File: src/rtl/assert_macros.svh
// Assertion macros shared by the false-color encoder RTL.
// Each macro expects clk and rst_n in scope; no other dependencies.
`ifndef ASSERT_MACROS_SVH
`define ASSERT_MACROS_SVH

// Same-cycle implication, disabled during reset
`define VDFC_ASSERT_NOW(label, ante, cons, msg) \
  label: assert property (@(posedge clk) disable iff (!rst_n) (ante) |-> (cons)) \
    else $error(msg);

// Next-cycle implication, disabled during reset
`define VDFC_ASSERT_NEXT(label, ante, cons, msg) \
  label: assert property (@(posedge clk) disable iff (!rst_n) (ante) |=> (cons)) \
    else $error(msg);

`endif

File: src/rtl/vdfc_pkg.sv
// Shared types, widths, codes and the color palette of the false-color encoder.
// No dependencies; used by every module of the block.
package vdfc_pkg;

  localparam int unsigned GRID_RES_MAX_DEF = 256;

  localparam int unsigned VI_W     = 16;
  localparam int unsigned ELEV_W   = 24;
  localparam int unsigned MAXE_W   = 23;
  localparam int unsigned GRID_W   = 9;
  localparam int unsigned LEVEL_W  = 5;
  localparam int unsigned FACE_W   = 3;
  localparam int unsigned PATCH_W  = 20;
  localparam int unsigned BC_W     = 24;
  localparam int unsigned BI_W     = 8;
  localparam int unsigned TEMP_W   = 17;
  localparam int unsigned HUM_W    = 17;
  localparam int unsigned CH_W     = 8;

  // Ramp fraction: numerator and denominator both fit below 2^22
  localparam int unsigned RAMP_W   = 22;
  // 100 * clamped elevation, and 78 * max elevation, fit below 2^30
  localparam int unsigned H_W      = 30;
  // Divider operands: 37 * max elevation fits below 2^29
  localparam int unsigned NUM_W    = 29;
  localparam int unsigned PROD_W   = NUM_W + CH_W;
  localparam int unsigned Q_W      = CH_W;

  localparam int unsigned CHK_BITS_PER_STAGE = 2;
  localparam int unsigned CHK_STAGES         = VI_W / CHK_BITS_PER_STAGE;

  // Operand stages + multiply stage + one stage per quotient bit
  localparam int unsigned PREP_STAGES = 2;
  localparam int unsigned DIV_STAGES  = 1 + Q_W;
  localparam int unsigned PIPE_LAT    = PREP_STAGES + DIV_STAGES;

  localparam logic [MAXE_W-1:0] MIN_SPAN    = MAXE_W'(16);
  localparam logic [23:0]       TEMP_OFFSET = 24'd5712640;
  localparam logic [RAMP_W-1:0] TEMP_DEN    = RAMP_W'(2560000);
  localparam logic [RAMP_W-1:0] HUM_DEN     = RAMP_W'(65536);

  typedef enum logic [2:0] {
    MODE_BIOME     = 3'd0,
    MODE_LEVEL     = 3'd1,
    MODE_FACE      = 3'd2,
    MODE_CHECKER   = 3'd3,
    MODE_ELEV      = 3'd4,
    MODE_TEMP      = 3'd5,
    MODE_HUMID     = 3'd6,
    MODE_BIOME_IDX = 3'd7
  } mode_t;

  typedef enum logic [2:0] {
    REG_COLOR_MODE  = 3'd0,
    REG_MAX_ELEV    = 3'd1,
    REG_MAX_DEPTH   = 3'd2,
    REG_GRID_RES    = 3'd3,
    REG_PATCH_LEVEL = 3'd4,
    REG_PATCH_FACE  = 3'd5,
    REG_PATCH_X     = 3'd6,
    REG_PATCH_Y     = 3'd7
  } reg_idx_t;

  typedef struct packed {
    mode_t               mode;
    logic [MAXE_W-1:0]   max_elev;
    logic [MAXE_W-1:0]   max_depth;
    logic [GRID_W-1:0]   grid_res;
    logic [LEVEL_W-1:0]  level;
    logic [FACE_W-1:0]   face;
    logic [PATCH_W-1:0]  px;
    logic [PATCH_W-1:0]  py;
  } cfg_t;

  typedef struct packed {
    logic [CH_W-1:0] r;
    logic [CH_W-1:0] g;
    logic [CH_W-1:0] b;
  } rgb_t;

  // One color channel: base +/- floor-or-ceil(k * num / den)
  typedef struct packed {
    logic [CH_W-1:0]  base;
    logic             neg;
    logic [CH_W-1:0]  k;
    logic [NUM_W-1:0] num;
  } chan_op_t;

  typedef struct packed {
    logic [CH_W-1:0] base;
    logic            neg;
    logic [Q_W-1:0]  q;
    logic            rem_nz;
  } div_res_t;

  function automatic rgb_t palette(input logic [2:0] idx);
    rgb_t c;
    case (idx)
      3'd0:    c = '{r: 8'd220, g: 8'd60,  b: 8'd60};
      3'd1:    c = '{r: 8'd60,  g: 8'd200, b: 8'd90};
      3'd2:    c = '{r: 8'd70,  g: 8'd110, b: 8'd230};
      3'd3:    c = '{r: 8'd230, g: 8'd190, b: 8'd60};
      3'd4:    c = '{r: 8'd200, g: 8'd90,  b: 8'd220};
      3'd5:    c = '{r: 8'd70,  g: 8'd210, b: 8'd210};
      3'd6:    c = '{r: 8'd240, g: 8'd140, b: 8'd60};
      default: c = '{r: 8'd170, g: 8'd170, b: 8'd170};
    endcase
    return c;
  endfunction

endpackage

File: src/rtl/vdfc_div.sv
// One color channel: multiply stage, then a restoring divider that settles
// one quotient bit per register stage. Depends on vdfc_pkg.
module vdfc_div import vdfc_pkg::*; (
  input  logic             clk,
  input  logic             pipe_en,
  input  chan_op_t         op,
  input  logic [NUM_W-1:0] den,
  output div_res_t         res
);

  logic [PROD_W-1:0] rem_r  [0:Q_W];
  logic [NUM_W-1:0]  den_r  [0:Q_W];
  logic [Q_W-1:0]    q_r    [0:Q_W];
  logic [CH_W-1:0]   base_r [0:Q_W];
  logic              neg_r  [0:Q_W];

  // Form the dividend k * num
  always_ff @(posedge clk) begin
    if (pipe_en) begin
      rem_r[0]  <= PROD_W'(op.k) * PROD_W'(op.num);
      den_r[0]  <= den;
      q_r[0]    <= '0;
      base_r[0] <= op.base;
      neg_r[0]  <= op.neg;
    end
  end

  // Quotient bit Q_W-s in stage s
  for (genvar s = 1; s <= Q_W; s++) begin : g_step
    logic [PROD_W-1:0] shifted;
    logic              ge;
    assign shifted = PROD_W'(den_r[s-1]) << (Q_W - s);
    assign ge      = rem_r[s-1] >= shifted;

    always_ff @(posedge clk) begin
      if (pipe_en) begin
        rem_r[s]  <= ge ? (rem_r[s-1] - shifted) : rem_r[s-1];
        den_r[s]  <= den_r[s-1];
        q_r[s]    <= {q_r[s-1][Q_W-2:0], ge};
        base_r[s] <= base_r[s-1];
        neg_r[s]  <= neg_r[s-1];
      end
    end
  end

  assign res.base   = base_r[Q_W];
  assign res.neg    = neg_r[Q_W];
  assign res.q      = q_r[Q_W];
  assign res.rem_nz = |rem_r[Q_W];

endmodule

File: config.mk
export PLATFORM = sky130hd
export DESIGN_NAME = vdfc_div
export DESIGN_NICKNAME = d
export VERILOG_FILES = /design/src/rtl/assert_macros.svh /design/src/rtl/vdfc_pkg.sv /design/src/rtl/vdfc_div.sv
export SDC_FILE = /design/constraint.sdc
export NUM_CORES = 2
export LEC_CHECK = 0
export BUFFER_PORTS_ARGS = -buffer_cell sky130_fd_sc_hd__buf_4
export CORE_AREA = 4 4 319 321
export CTS_CLUSTER_DIAMETER = 60
export CTS_CLUSTER_SIZE = 40
export DETAILED_ROUTE_END_ITERATION = 6
export DIE_AREA = 0 0 323 325
export PLACE_DENSITY_LB_ADDON = 0.2
export SLEW_MARGIN = 5
export SYNTH_ARGS = -nofsm -noshare
export SYNTH_HDL_FRONTEND = slang
export SYNTH_SLANG_ARGS = --single-unit
File: constraint.sdc
create_clock -name clk -period 5.91 [get_ports clk]
set_clock_uncertainty 0.2 [all_clocks]
set_input_delay 0.8865 -clock clk [delete_from_list [all_inputs] [get_ports clk]]
set_output_delay 0.8865 -clock clk [all_outputs]
set_load 0.02 [all_outputs]
==> impl_metrics.ini <==
[synthesis]
netlist_instances = 4103
ys_seq_elements = 682
syn_avg_cell_area_um2 = 10.8
syn_nets = 4639
ys_types = 96
synth_area_um2 = 44300
ys.flop_type = edfxtp_1
ys_seq_area_share_pct = 46.3
ys_warn_count = 0
synth_edf_count = 682
async_flop_share_pct = 0

[cts]
cts.sink_count = 682
post_cts_buffers = 0
cts_made_buffers = 53
clkSlewWorstSetupHoldPaths_ns = 0.09
cts_tree = built
cts_root_buffer = clkbuf_16
htree_levels = 2
cts.path.max_buffers = 3
cts_resized = 0
clock_latency_ns = 0.64
ctsHoldBuffers = 0

[floorplanning]
num_rows = 116
start_util_pct = 44.6
core-area_um2 = 99300
dieHeight_um = 325
ios = 95
dieArea_um2 = 105000
die_x_um = 323

[power_and_ir_drop]
internal_power_uw = 15300
ir_worst_vdd_v = 0.000227
p_switching_uw = 10100
p_comb_share_pct = 51.7
leakage_uw = 0.0203
pwr-share-clk_pct = 15.9
seq_power_share_pct = 32.3
p_per_area_nw_per_um2 = 516
p_sw_share_pct = 39.8

[setup_path]
max_stage_delay_ns = 0.54
worstPathCellList = buf_4, nand2_1, fa_1, fa_1, inv_1, fa_1, inv_1, fa_1, inv_1, ha_1, a21oi_1, o21ba_2, nand3b_1, a31o_2, o311ai_2, a31oi_1, a311o_1, a21oi_2, xnor2_1
critPathMaxFanout = 23
critPathRequiredTime_ns = 6.09
crit_arrival_ns = 5.76
r2r_cells = 12
setup.worst_path.end_class = flop
critPathLaunchType = input pin
cp_slowest_cell = fa_1
critical_path_class = input pin to flop
crit_path_frequent_cell = fa_1

[cells_and_area]
instances_no_fill = 5580
drive_gt1_share_pct = 9.39
multi_input_area_um2 = 21600
area_growth_pct = 11.0
fin_nets = 4770
final_area_um2 = 49100
fillers = 9130
seq_area_um2 = 20500

[hold_path]
hold_depth = 1
hold_path_class = input pin to flop

[sta]
finalSetupViolations = 0
worst_slew_pin_slew_ns = 1.16
fmax_mhz = 179
setup_ws_ns = 0.334
maxSlewHeadroom_pct = 21.7
rsz0062_at_grt = false
min_period_ns = 5.58
hold_viol = 0
maxSlewViolCount = 0
fin_crit_sh_pct = 94.3

[global_route]
grt_pass1_vias = 30000
grt_start_max_net_pins = 134
overflow = 0
grt_pass1_wl_um = 154000
antenna_found_initial = 4
grt_use_total_pct = 18.1

[route]
drc = 0
via_count = 29400
routed_wl_um = 95100
antenna_left = 0
via_per_inst = 5.27
wl_per_cell_um = 17.0
dr.pass1.iters = 5
drt_iter0_markers = 1311

[place]
place_congestion = 0.912
numPlacedInstances = 5477
preCtsSetupSlack_ns = -0.384
io_buffers = 94
placed_area_um2 = 47100
hpwl_um = 74800

[run]
maxCapViolCount = 0

[status]
status = completed
[synth_stat cells, types with 44 or more instances]
cell,n,area (um^2)
a21o_1,133,998
a21oi_1,361,1810
and2_1,194,1210
clkbuf_1,76,285
edfxtp_1,682,20500
fa_1,170,3400
ha_1,289,3620
inv_1,476,1790
mux2_2,44,495
nand2_1,269,1010
nand3_1,57,285
nand4_1,45,282
nor2_1,262,983
nor3_1,44,220
o21ai_0,180,901
xnor2_1,141,1230
xor2_1,106,928
[cells in the final DEF, fill, tap and decap left out, types with 9 or more instances in the layout]
master	instances
a31oi_1	36
ha_4	10
mux2_2	44
and3_1	21
a21boi_0	9
o2111ai_1	9
o31ai_1	18
buf_4	187
o211ai_1	24
edfxtp_1	682
o21ai_1	13
nand3_1	57
o21a_1	37
and2_1	194
nor4_1	32
o31a_1	16
nand4_1	45
clkinv_8	14
a21o_1	133
ha_1	279
o21ai_0	180
o21bai_1	30
nand2b_1	42
xnor2_1	141
fa_1	170
nor3_1	44
xor2_1	106
nor2b_1	34
clkbuf_16	55
a21oi_1	358
a31o_2	10
nand4b_1	9
nand2_1	269
nor2_1	262
inv_1	476
or3_1	10
a211oi_1	30
[cell families after synthesis]
logic type,synth area share [%]
xor+xnor,4.89
flops,46.3
fa+ha+maj,15.9
mux,1.19
buf+inv,5.26
simple gates,12.1
compound gates,14.4
[registers in the layout, indices dropped and copies added, names as in the netlist]
register	cells
q_r	36
den_r	232
rem_r	333
base_r	72
neg_r	9
[metrics by stage]
step                util (%)  hold slack (ns)  setup TNS [ns]  power [uW]
CTS                     49.5            0.145               0       25600
finish                  49.5            0.215               0       25400
detailed placement      47.4            0.205           -1.77       21400
global placement        47.4            0.201           -1.82       21300
floorplan                  -            0.200         -0.0237       18000
global route            49.5            0.161               0       27500
[layout make-up]
cell class	instances	area share (%)
inverter	480	3.67
multi-input combinational	2822	44.0
tap	1298	3.31
sequential	682	41.7
clock inverter	45	1.38
antenna	3	0.0153
clock buffer	55	2.80
timing repair buffer	195	3.17
[metal layers]
| metal | part of all wire, % | routed length, um | vias up | GRT usage (%) |
|---|---|---|---|---|
| met4 | 5.2 | 4910 | 0 | 8.37 |
| li1 | - | - | 14900 | - |
| met1 | 40 | 37900 | 13900 | 20.3 |
| met3 | 3.0 | 2900 | 204 | 2.39 |
| met5 | 0 | 0 | - | 0 |
| met2 | 52 | 49400 | 453 | 33.8 |
[final timing paths]
| path | startpoint | endpoint | slack, ns |
|---|---|---|---|
| min | den[3] | den_r[0][3] | 0.22 |
| min reg2reg | base_r[0][57] | base_r[1][1] | 0.22 |
| max reg2reg | rem_r[6][1] | rem_r[7][26] | 1.30 |
| max | op[35] | rem_r[0][35] | 0.33 |
[worst max-delay path: cells and delay by family]
family	cells	cell delay [ns]
XOR/XNOR	1	0.09
AO/OA/AOI/OAI	7	1.69
buffers and inverters	4	0.36
AND/OR/NAND/NOR	2	0.30
adder cells (fa/ha/maj)	5	2.40
[power groups by stage]
| stage | clock network [uW] | logic [uW] | registers (uW) |
|---|---|---|---|
| 2_1_floorplan | 0 | 10000 | 7980 |
| 3_3_place_gp | 0 | 13000 | 8300 |
| 4_1_cts | 4200 | 13200 | 8200 |
| 3_5_place_dp | 0 | 13100 | 8310 |
| 5_1_grt | 4380 | 14800 | 8340 |
| 6_report | 4040 | 13100 | 8200 |
Note: power is estimated with default switching activity, not from simulation.
