===== src/rtl/assert_macros.svh =====
// Assertion macros shared by the false-color encoder RTL.
// Each macro expects clk and rst_n in scope; no other dependencies.
`ifndef ASSERT_MACROS_SVH
`define ASSERT_MACROS_SVH

// Same-cycle implication, disabled during reset
`define VDFC_ASSERT_NOW(label, ante, cons, msg) \
  label: assert property (@(posedge clk) disable iff (!rst_n) (ante) |-> (cons)) \
    else $error(msg);

// Next-cycle implication, disabled during reset
`define VDFC_ASSERT_NEXT(label, ante, cons, msg) \
  label: assert property (@(posedge clk) disable iff (!rst_n) (ante) |=> (cons)) \
    else $error(msg);

`endif


===== src/rtl/vdfc_pkg.sv =====
// Shared types, widths, codes and the color palette of the false-color encoder.
// No dependencies; used by every module of the block.
package vdfc_pkg;

  localparam int unsigned GRID_RES_MAX_DEF = 256;

  localparam int unsigned VI_W     = 16;
  localparam int unsigned ELEV_W   = 24;
  localparam int unsigned MAXE_W   = 23;
  localparam int unsigned GRID_W   = 9;
  localparam int unsigned LEVEL_W  = 5;
  localparam int unsigned FACE_W   = 3;
  localparam int unsigned PATCH_W  = 20;
  localparam int unsigned BC_W     = 24;
  localparam int unsigned BI_W     = 8;
  localparam int unsigned TEMP_W   = 17;
  localparam int unsigned HUM_W    = 17;
  localparam int unsigned CH_W     = 8;

  // Ramp fraction: numerator and denominator both fit below 2^22
  localparam int unsigned RAMP_W   = 22;
  // 100 * clamped elevation, and 78 * max elevation, fit below 2^30
  localparam int unsigned H_W      = 30;
  // Divider operands: 37 * max elevation fits below 2^29
  localparam int unsigned NUM_W    = 29;
  localparam int unsigned PROD_W   = NUM_W + CH_W;
  localparam int unsigned Q_W      = CH_W;

  localparam int unsigned CHK_BITS_PER_STAGE = 2;
  localparam int unsigned CHK_STAGES         = VI_W / CHK_BITS_PER_STAGE;

  // Operand stages + multiply stage + one stage per quotient bit
  localparam int unsigned PREP_STAGES = 2;
  localparam int unsigned DIV_STAGES  = 1 + Q_W;
  localparam int unsigned PIPE_LAT    = PREP_STAGES + DIV_STAGES;

  localparam logic [MAXE_W-1:0] MIN_SPAN    = MAXE_W'(16);
  localparam logic [23:0]       TEMP_OFFSET = 24'd5712640;
  localparam logic [RAMP_W-1:0] TEMP_DEN    = RAMP_W'(2560000);
  localparam logic [RAMP_W-1:0] HUM_DEN     = RAMP_W'(65536);

  typedef enum logic [2:0] {
    MODE_BIOME     = 3'd0,
    MODE_LEVEL     = 3'd1,
    MODE_FACE      = 3'd2,
    MODE_CHECKER   = 3'd3,
    MODE_ELEV      = 3'd4,
    MODE_TEMP      = 3'd5,
    MODE_HUMID     = 3'd6,
    MODE_BIOME_IDX = 3'd7
  } mode_t;

  typedef enum logic [2:0] {
    REG_COLOR_MODE  = 3'd0,
    REG_MAX_ELEV    = 3'd1,
    REG_MAX_DEPTH   = 3'd2,
    REG_GRID_RES    = 3'd3,
    REG_PATCH_LEVEL = 3'd4,
    REG_PATCH_FACE  = 3'd5,
    REG_PATCH_X     = 3'd6,
    REG_PATCH_Y     = 3'd7
  } reg_idx_t;

  typedef struct packed {
    mode_t               mode;
    logic [MAXE_W-1:0]   max_elev;
    logic [MAXE_W-1:0]   max_depth;
    logic [GRID_W-1:0]   grid_res;
    logic [LEVEL_W-1:0]  level;
    logic [FACE_W-1:0]   face;
    logic [PATCH_W-1:0]  px;
    logic [PATCH_W-1:0]  py;
  } cfg_t;

  typedef struct packed {
    logic [CH_W-1:0] r;
    logic [CH_W-1:0] g;
    logic [CH_W-1:0] b;
  } rgb_t;

  // One color channel: base +/- floor-or-ceil(k * num / den)
  typedef struct packed {
    logic [CH_W-1:0]  base;
    logic             neg;
    logic [CH_W-1:0]  k;
    logic [NUM_W-1:0] num;
  } chan_op_t;

  typedef struct packed {
    logic [CH_W-1:0] base;
    logic            neg;
    logic [Q_W-1:0]  q;
    logic            rem_nz;
  } div_res_t;

  function automatic rgb_t palette(input logic [2:0] idx);
    rgb_t c;
    case (idx)
      3'd0:    c = '{r: 8'd220, g: 8'd60,  b: 8'd60};
      3'd1:    c = '{r: 8'd60,  g: 8'd200, b: 8'd90};
      3'd2:    c = '{r: 8'd70,  g: 8'd110, b: 8'd230};
      3'd3:    c = '{r: 8'd230, g: 8'd190, b: 8'd60};
      3'd4:    c = '{r: 8'd200, g: 8'd90,  b: 8'd220};
      3'd5:    c = '{r: 8'd70,  g: 8'd210, b: 8'd210};
      3'd6:    c = '{r: 8'd240, g: 8'd140, b: 8'd60};
      default: c = '{r: 8'd170, g: 8'd170, b: 8'd170};
    endcase
    return c;
  endfunction

endpackage


===== src/rtl/vdfc_prep.sv =====
// Operand preparation: two register stages that turn a vertex and the mode
// into per-channel divider operands. Depends on vdfc_pkg.
module vdfc_prep import vdfc_pkg::*; (
  input  logic                     clk,
  input  logic                     pipe_en,
  input  cfg_t                     cfg,
  input  logic signed [ELEV_W-1:0] elevation,
  input  logic [BC_W-1:0]          biome_color,
  input  logic [BI_W-1:0]          biome_index,
  input  logic [TEMP_W-1:0]        temperature,
  input  logic [HUM_W-1:0]         humidity,
  output chan_op_t [2:0]           ops,
  output logic [NUM_W-1:0]         den
);

  // Spans clamped to at least one metre
  logic [MAXE_W-1:0] m_eff;
  logic [MAXE_W-1:0] d_eff;
  assign m_eff = (cfg.max_elev  < MIN_SPAN) ? MIN_SPAN : cfg.max_elev;
  assign d_eff = (cfg.max_depth < MIN_SPAN) ? MIN_SPAN : cfg.max_depth;

  // ---------------- stage 1: clamp elevation, build ramp fraction
  logic [ELEV_W-1:0]  mag_neg;
  logic [MAXE_W-1:0]  n_neg_nxt;
  logic [MAXE_W-1:0]  n_pos;
  logic [H_W-1:0]     h100_nxt;
  logic [23:0]        temp100;
  logic [23:0]        temp_diff;
  logic [RAMP_W-1:0]  t_num;
  logic [RAMP_W-1:0]  h_num;
  logic [RAMP_W-1:0]  rnum_nxt;
  logic [RAMP_W-1:0]  rden_nxt;

  always_comb begin
    mag_neg   = ELEV_W'(-elevation);
    n_neg_nxt = (mag_neg > {1'b0, d_eff}) ? d_eff : mag_neg[MAXE_W-1:0];
    n_pos     = (elevation[MAXE_W-1:0] > m_eff) ? m_eff : elevation[MAXE_W-1:0];
    h100_nxt  = H_W'(n_pos) * H_W'(100);

    temp100   = 24'(temperature) * 24'd100;
    temp_diff = temp100 - TEMP_OFFSET;
    if (temp100 < TEMP_OFFSET) begin
      t_num = '0;
    end else if (temp_diff > 24'(TEMP_DEN)) begin
      t_num = TEMP_DEN;
    end else begin
      t_num = temp_diff[RAMP_W-1:0];
    end
    h_num = (humidity > 17'(HUM_DEN)) ? HUM_DEN : RAMP_W'(humidity);

    if (cfg.mode == MODE_HUMID) begin
      rnum_nxt = h_num;
      rden_nxt = HUM_DEN;
    end else begin
      rnum_nxt = t_num;
      rden_nxt = TEMP_DEN;
    end
  end

  logic              e_neg_r;
  logic [MAXE_W-1:0] n_neg_r;
  logic [H_W-1:0]    h100_r;
  logic [RAMP_W-1:0] rnum_r;
  logic [RAMP_W-1:0] rden_r;
  logic [BC_W-1:0]   bc_r;
  logic [BI_W-1:0]   bi_r;

  always_ff @(posedge clk) begin
    if (pipe_en) begin
      e_neg_r <= elevation[ELEV_W-1];
      n_neg_r <= n_neg_nxt;
      h100_r  <= h100_nxt;
      rnum_r  <= rnum_nxt;
      rden_r  <= rden_nxt;
      bc_r    <= biome_color;
      bi_r    <= biome_index;
    end
  end

  // ---------------- stage 2: pick band and channel operands
  logic [H_W-1:0] m8, m45, m78, m37, m33, m22;
  assign m8  = H_W'(m_eff) * H_W'(8);
  assign m45 = H_W'(m_eff) * H_W'(45);
  assign m78 = H_W'(m_eff) * H_W'(78);
  assign m37 = H_W'(m_eff) * H_W'(37);
  assign m33 = H_W'(m_eff) * H_W'(33);
  assign m22 = H_W'(m_eff) * H_W'(22);

  logic [RAMP_W:0]   twice;
  logic [RAMP_W:0]   den_x;
  logic [RAMP_W-1:0] dn;
  logic [RAMP_W:0]   dn2;
  logic [RAMP_W:0]   dev;
  logic [RAMP_W-1:0] nr, ng, nb;

  chan_op_t [2:0]   ops_nxt;
  logic [NUM_W-1:0] den_nxt;
  rgb_t             pal;

  function automatic chan_op_t mk_op(input logic [CH_W-1:0] base, input logic neg,
                                     input logic [CH_W-1:0] k,
                                     input logic [NUM_W-1:0] num);
    chan_op_t o;
    o.base = base;
    o.neg  = neg;
    o.k    = k;
    o.num  = num;
    return o;
  endfunction

  always_comb begin
    // Blue-red ramp numerators
    twice = {rnum_r, 1'b0};
    den_x = {1'b0, rden_r};
    dn    = rden_r - rnum_r;
    dn2   = {dn, 1'b0};
    nr    = (twice >= den_x) ? rden_r : twice[RAMP_W-1:0];
    nb    = (dn2 >= den_x) ? rden_r : dn2[RAMP_W-1:0];
    dev   = (twice >= den_x) ? (twice - den_x) : (den_x - twice);
    ng    = rden_r - dev[RAMP_W-1:0];

    pal     = palette(3'(cfg.level));
    ops_nxt = '0;
    den_nxt = NUM_W'(1);

    case (cfg.mode)
      MODE_BIOME: begin
        ops_nxt[0] = mk_op(bc_r[23:16], 1'b0, '0, '0);
        ops_nxt[1] = mk_op(bc_r[15:8],  1'b0, '0, '0);
        ops_nxt[2] = mk_op(bc_r[7:0],   1'b0, '0, '0);
      end
      MODE_LEVEL, MODE_FACE, MODE_BIOME_IDX: begin
        if (cfg.mode == MODE_FACE) begin
          pal = palette(cfg.face);
        end else if (cfg.mode == MODE_BIOME_IDX) begin
          pal = palette(bi_r[2:0]);
        end
        ops_nxt[0] = mk_op(pal.r, 1'b0, '0, '0);
        ops_nxt[1] = mk_op(pal.g, 1'b0, '0, '0);
        ops_nxt[2] = mk_op(pal.b, 1'b0, '0, '0);
      end
      MODE_ELEV: begin
        if (e_neg_r) begin
          den_nxt    = NUM_W'(d_eff);
          ops_nxt[0] = mk_op(8'd40,  1'b1, 8'd35,  NUM_W'(n_neg_r));
          ops_nxt[1] = mk_op(8'd90,  1'b1, 8'd65,  NUM_W'(n_neg_r));
          ops_nxt[2] = mk_op(8'd180, 1'b1, 8'd120, NUM_W'(n_neg_r));
        end else if (h100_r < m8) begin
          ops_nxt[0] = mk_op(8'd210, 1'b0, '0, '0);
          ops_nxt[1] = mk_op(8'd200, 1'b0, '0, '0);
          ops_nxt[2] = mk_op(8'd150, 1'b0, '0, '0);
        end else if (h100_r < m45) begin
          den_nxt    = NUM_W'(m37);
          ops_nxt[0] = mk_op(8'd70,  1'b0, 8'd50, NUM_W'(h100_r - m8));
          ops_nxt[1] = mk_op(8'd140, 1'b1, 8'd30, NUM_W'(h100_r - m8));
          ops_nxt[2] = mk_op(8'd60,  1'b0, 8'd0,  NUM_W'(h100_r - m8));
        end else if (h100_r < m78) begin
          den_nxt    = NUM_W'(m33);
          ops_nxt[0] = mk_op(8'd120, 1'b0, 8'd30, NUM_W'(h100_r - m45));
          ops_nxt[1] = mk_op(8'd110, 1'b0, 8'd20, NUM_W'(h100_r - m45));
          ops_nxt[2] = mk_op(8'd60,  1'b0, 8'd60, NUM_W'(h100_r - m45));
        end else begin
          den_nxt    = NUM_W'(m22);
          ops_nxt[0] = mk_op(8'd180, 1'b0, 8'd75, NUM_W'(h100_r - m78));
          ops_nxt[1] = mk_op(8'd180, 1'b0, 8'd75, NUM_W'(h100_r - m78));
          ops_nxt[2] = mk_op(8'd180, 1'b0, 8'd75, NUM_W'(h100_r - m78));
        end
      end
      MODE_TEMP, MODE_HUMID: begin
        den_nxt    = NUM_W'(rden_r);
        ops_nxt[0] = mk_op(8'd0, 1'b0, 8'd255, NUM_W'(nr));
        ops_nxt[1] = mk_op(8'd0, 1'b0, 8'd200, NUM_W'(ng));
        ops_nxt[2] = mk_op(8'd0, 1'b0, 8'd255, NUM_W'(nb));
      end
      default: begin
        // checker colors are chosen at the output stage
        ops_nxt = '0;
      end
    endcase
  end

  chan_op_t [2:0]   ops_r;
  logic [NUM_W-1:0] den_r;

  always_ff @(posedge clk) begin
    if (pipe_en) begin
      ops_r <= ops_nxt;
      den_r <= den_nxt;
    end
  end

  assign ops = ops_r;
  assign den = den_r;

endmodule


===== config.mk =====
export PLATFORM = sky130hd
export DESIGN_NAME = vdfc_prep
export DESIGN_NICKNAME = d
export VERILOG_FILES = /design/src/rtl/assert_macros.svh /design/src/rtl/vdfc_pkg.sv /design/src/rtl/vdfc_prep.sv
export SDC_FILE = /design/constraint.sdc
export NUM_CORES = 2
export LEC_CHECK = 0
export BUFFER_PORTS_ARGS = -buffer_cell sky130_fd_sc_hd__buf_2
export CORE_MARGIN = 3
export CORE_UTILIZATION = 45
export CTS_CLUSTER_DIAMETER = 150
export CTS_CLUSTER_SIZE = 24
export DETAILED_ROUTE_END_ITERATION = 10
export PLACE_DENSITY = 0.74
export SETUP_SLACK_MARGIN = 0.1
export SYNTH_ARGS = -nofsm -noshare
export SYNTH_HDL_FRONTEND = slang
export SYNTH_SLANG_ARGS = --single-unit

===== constraint.sdc =====
create_clock -name clk -period 17.98 [get_ports clk]
set_input_delay 5.394 -clock clk [delete_from_list [all_inputs] [get_ports clk]]
set_output_delay 5.394 -clock clk [all_outputs]
set_load 0.005 [all_outputs]

==> impl_metrics.toml <==
[status]
run_status = "finished clean"

[cells_and_area]
syn_to_final_growth_pct = 8.00
fillCellCount = 6992
layout-drive-gt1-share_pct = 11.6
final_cell_area_sq_um = 36300
layout.nets = 4888

[synthesis]
synthTopCellsByArea = "edfxtp_1 (22%), ha_1 (19%), fa_1 (8.3%)"
synth-edff-count = 242
yosysWarnings = 0
ys_ff_latch = 242
ys_types = 101
netlist_area_sq_um = 33600
async_flop_share_pct = 0
synthCells = 3833
syn-mean-instance-area_sq_um = 8.77
syn_nets = 4685
synthFlopType = "edfxtp_1"
ys_seq_area_share_pct = 21.6
yosys.area.top_type_share_pct = 21.6
yosysTopAreaCell = "edfxtp_1"

[pwr]
p_int_mw = 2.57
ir_worst_vdd_mv = 0.145
combinationalPowerShare_pct = 77.2
power_density_nw_per_um2 = 150
p_sw_mw = 2.88
p_leak_nw = 17.5
seqPwrFrac_pct = 16.2
swShare_pct = 52.8
clkPwrFrac_pct = 6.5

[flow_run]
max_cap_violations = 0

[sta]
fmax_mhz = 59.5
rsz0062_at_grt = "no"
fin_ws_ns = 1.18
worst_clock_skew_ns = 0.0336
hold-worst-slack_ns = 0.534
setup_viol = 0
tightest_slew_ns = 1.31
tns_ns = 0
fin_crit_ns = 16.80
slew_headroom_pct = 12.7
finalHoldViolCount = 0
fin_crit_sh_pct = 93.5
drv_slew = 0

[setup_path]
cp-start-kind = "input pin"
crit_buf_inv = 6
cpMostUsedCell = "inv_1"
crit_path_end_kind = "register"
crit_fanout = 21
critPathKind = "input pin to register"
cpLargestDelayFamily = "compound AO/OA/AOI/OAI gates"
critPathArrivalTime_ns = 17.02
required_ns = 18.20
cp_slowest_cell = "a2111oi_0"
critical-path-max-stage-delay_ns = 0.95

[detailed_routing]
routed_via_density = 5.91
ant_nets = 0
routed_wl_um = 111000
dr.pass1.iters = 8
drcViolationCount = 0
drt_iter0_drc = 2438
wl_per_cell_um = 22.2
vias = 29600

[clock_tree]
cts_resized = 0
post_cts_buffers = 0
numCtsBuffers = 14
clk_latency_ns = 0.54
clk_path_buf_depth = 3
tritoncts = "done"
cts_root_buf = "clkbuf_16"
cts-hold-fix-buffers = 0
clk_pin_slew_ns = 0.10
h-tree-depth = 1
clock_sinks = 242

[placed_design]
place_hpwl_um = 90100
post_dp_cell_area_sq_um = 35900
place_ws_ns = 1.19
io_buffers = 307
place_congestion = 1.01

[die]
num_rows = 99
die_h_um = 279
start_util_pct = 45.8
fp.coreArea_sq_um = 73500
ios = 365
die_area_sq_um = 78000
die_w_um = 279

[global_route]
track_usage_pct = 27.5
grt_pass1_wl_um = 166000
grt_pass1_vias = 27400
antenna_found_initial = 11
grt_overflow = 0
grt_max_degree = 92

[min_path]
hold_class = "register to register"
==> worst reg2reg max path, delay by kind of cell, from the launching register on <==
| family | cells | cell delay (ns) |
|---|---|---|
| flops | 1 | 0.55 |
| simple gates | 3 | 1.45 |
| fa+ha+maj | 1 | 0.42 |
| compound gates | 8 | 2.94 |
| buf+inv | 1 | 0.44 |
==> cell families (layout without fill, tap and decap cells) <==
group | Yosys count | in the layout | synth area share (%)
buffers and inverters | 690 | 895 | 8.18
and+or+nand+nor | 879 | 879 | 13.0
AOI/OAI and AO/OA | 1010 | 1010 | 20.0
muxes | 81 | 81 | 2.58
xor gates and xnor gates | 276 | 276 | 7.19
adders and majority gates | 654 | 654 | 27.4
DFF | 242 | 242 | 21.6
other | 1 | 7 | 0.0112
==> power by group through the flow <==
stage	sequential (mW)	clock [mW]	combinational (mW)
after floorplan	0.825	0	3.06
after global placement	0.891	0	4.04
after detailed placement	0.891	0	4.08
after CTS	0.879	0.365	4.12
after global routing	0.884	0.380	4.59
final	0.882	0.356	4.20
==> layout make-up <==
class | instances | area, sq um | area share [%]
flip-flops and latches | 242 | 7270 | 20.0
clock buffers | 15 | 375 | 1.03
inverters | 543 | 2040 | 5.61
multi-input cells | 2901 | 23600 | 65.1
repair buffers | 334 | 1750 | 4.82
well taps | 959 | 1200 | 3.30
diodes | 6 | 15.0 | 0.0414
clock inverters | 3 | 28.8 | 0.0793
==> final timing paths <==
| check | from | to | slack (ns) | depth (start not counted) |
|---|---|---|---|---|
| max | cfg[102] | ops[105] | 1.18 | 33 |
| min | bc_r[16] | ops[38] | 0.53 | 1 |
| max reg2reg | h100_r[2] | ops[105] | 11.87 | 13 |
| min reg2reg | bc_r[16] | ops[38] | 0.53 | 1 |
==> cells in the mapped netlist, drive strengths merged (10+ instances only) <==
cell and instances:
o221ai 10, a211o 13, inv 542, or4 12, and2 30, a32oi 10
a221o 16, o31ai 22, nor3 77, o41ai 14, nand4 25, nand2b 50
a2111oi 11, buf 50, o22ai 13, edfxtp 242, nor2b 37, fa 139
ha 515, o21bai 32, and3 31, a211oi 42, o21a 48, a31oi 43
or2 26, nand2 257, nand3 67, mux2 44, xor2 117, nor4 38
or3 27, clkbuf 97, xnor2 159, a31o 10, a21o 129, o211ai 54
a21oi 249, mux2i 37, nor2 175, o21ai 207
==> registers in the layout, summed over array words and instances (netlist names) <==
name     flops
ops        111
den         29
h100_r      28
bc_r        24
n_neg_r     23
rnum_r      22
bi_r         3
e_neg_r      1
rden_r       1
==> cells in the final DEF (no fill, tap or decap), types with 10 or more instances in the layout <==
cell	synthesis	layout
nor3_1	75	75
or4_1	12	12
o221ai_1	10	10
a32oi_1	10	10
o211ai_1	54	54
or3_1	25	25
mux2i_1	37	37
xor2_1	117	117
o21ai_0	202	200
mux2_2	44	44
a211o_1	13	13
xnor2_1	159	159
nand4_1	25	25
a21oi_1	249	249
o21bai_1	32	32
o21a_1	48	47
a31oi_1	43	43
edfxtp_1	242	242
inv_1	542	542
nor2b_1	37	37
and3_1	29	29
nand2_1	256	256
nand2b_1	50	50
o22ai_1	13	13
a221o_1	16	16
o31ai_1	16	16
buf_2	13	306
o41ai_1	12	12
clkbuf_16	0	15
ha_1	515	515
and2_1	28	28
a31o_2	10	10
a211oi_1	41	41
buf_4	27	27
nor2_1	174	171
or2_2	24	24
nand3_1	67	67
nor4_1	35	35
a21o_1	126	126
fa_1	139	139
==> routing by layer <==
layer / share of wire [%] / routed length (um) / track usage [%]
met1: 42 / 46600 / 36.5
met4: 5.1 / 5660 / 12.1
met5: 0.072 / 80 / 0
met3: 8.2 / 9090 / 4.78
met2: 45 / 49600 / 44.1
==> stage by stage <==
stage          util, %  power [mW]  cells
2_1_floorplan        -        3.88   3833
3_3_place_gp      48.9        4.93   4979
3_5_place_dp      48.9        4.98   4979
4_1_cts           49.4        5.36   4997
5_1_grt           49.4        5.86   4998
6_report          49.4        5.44   5003
Power figures use the tool's default switching activity.
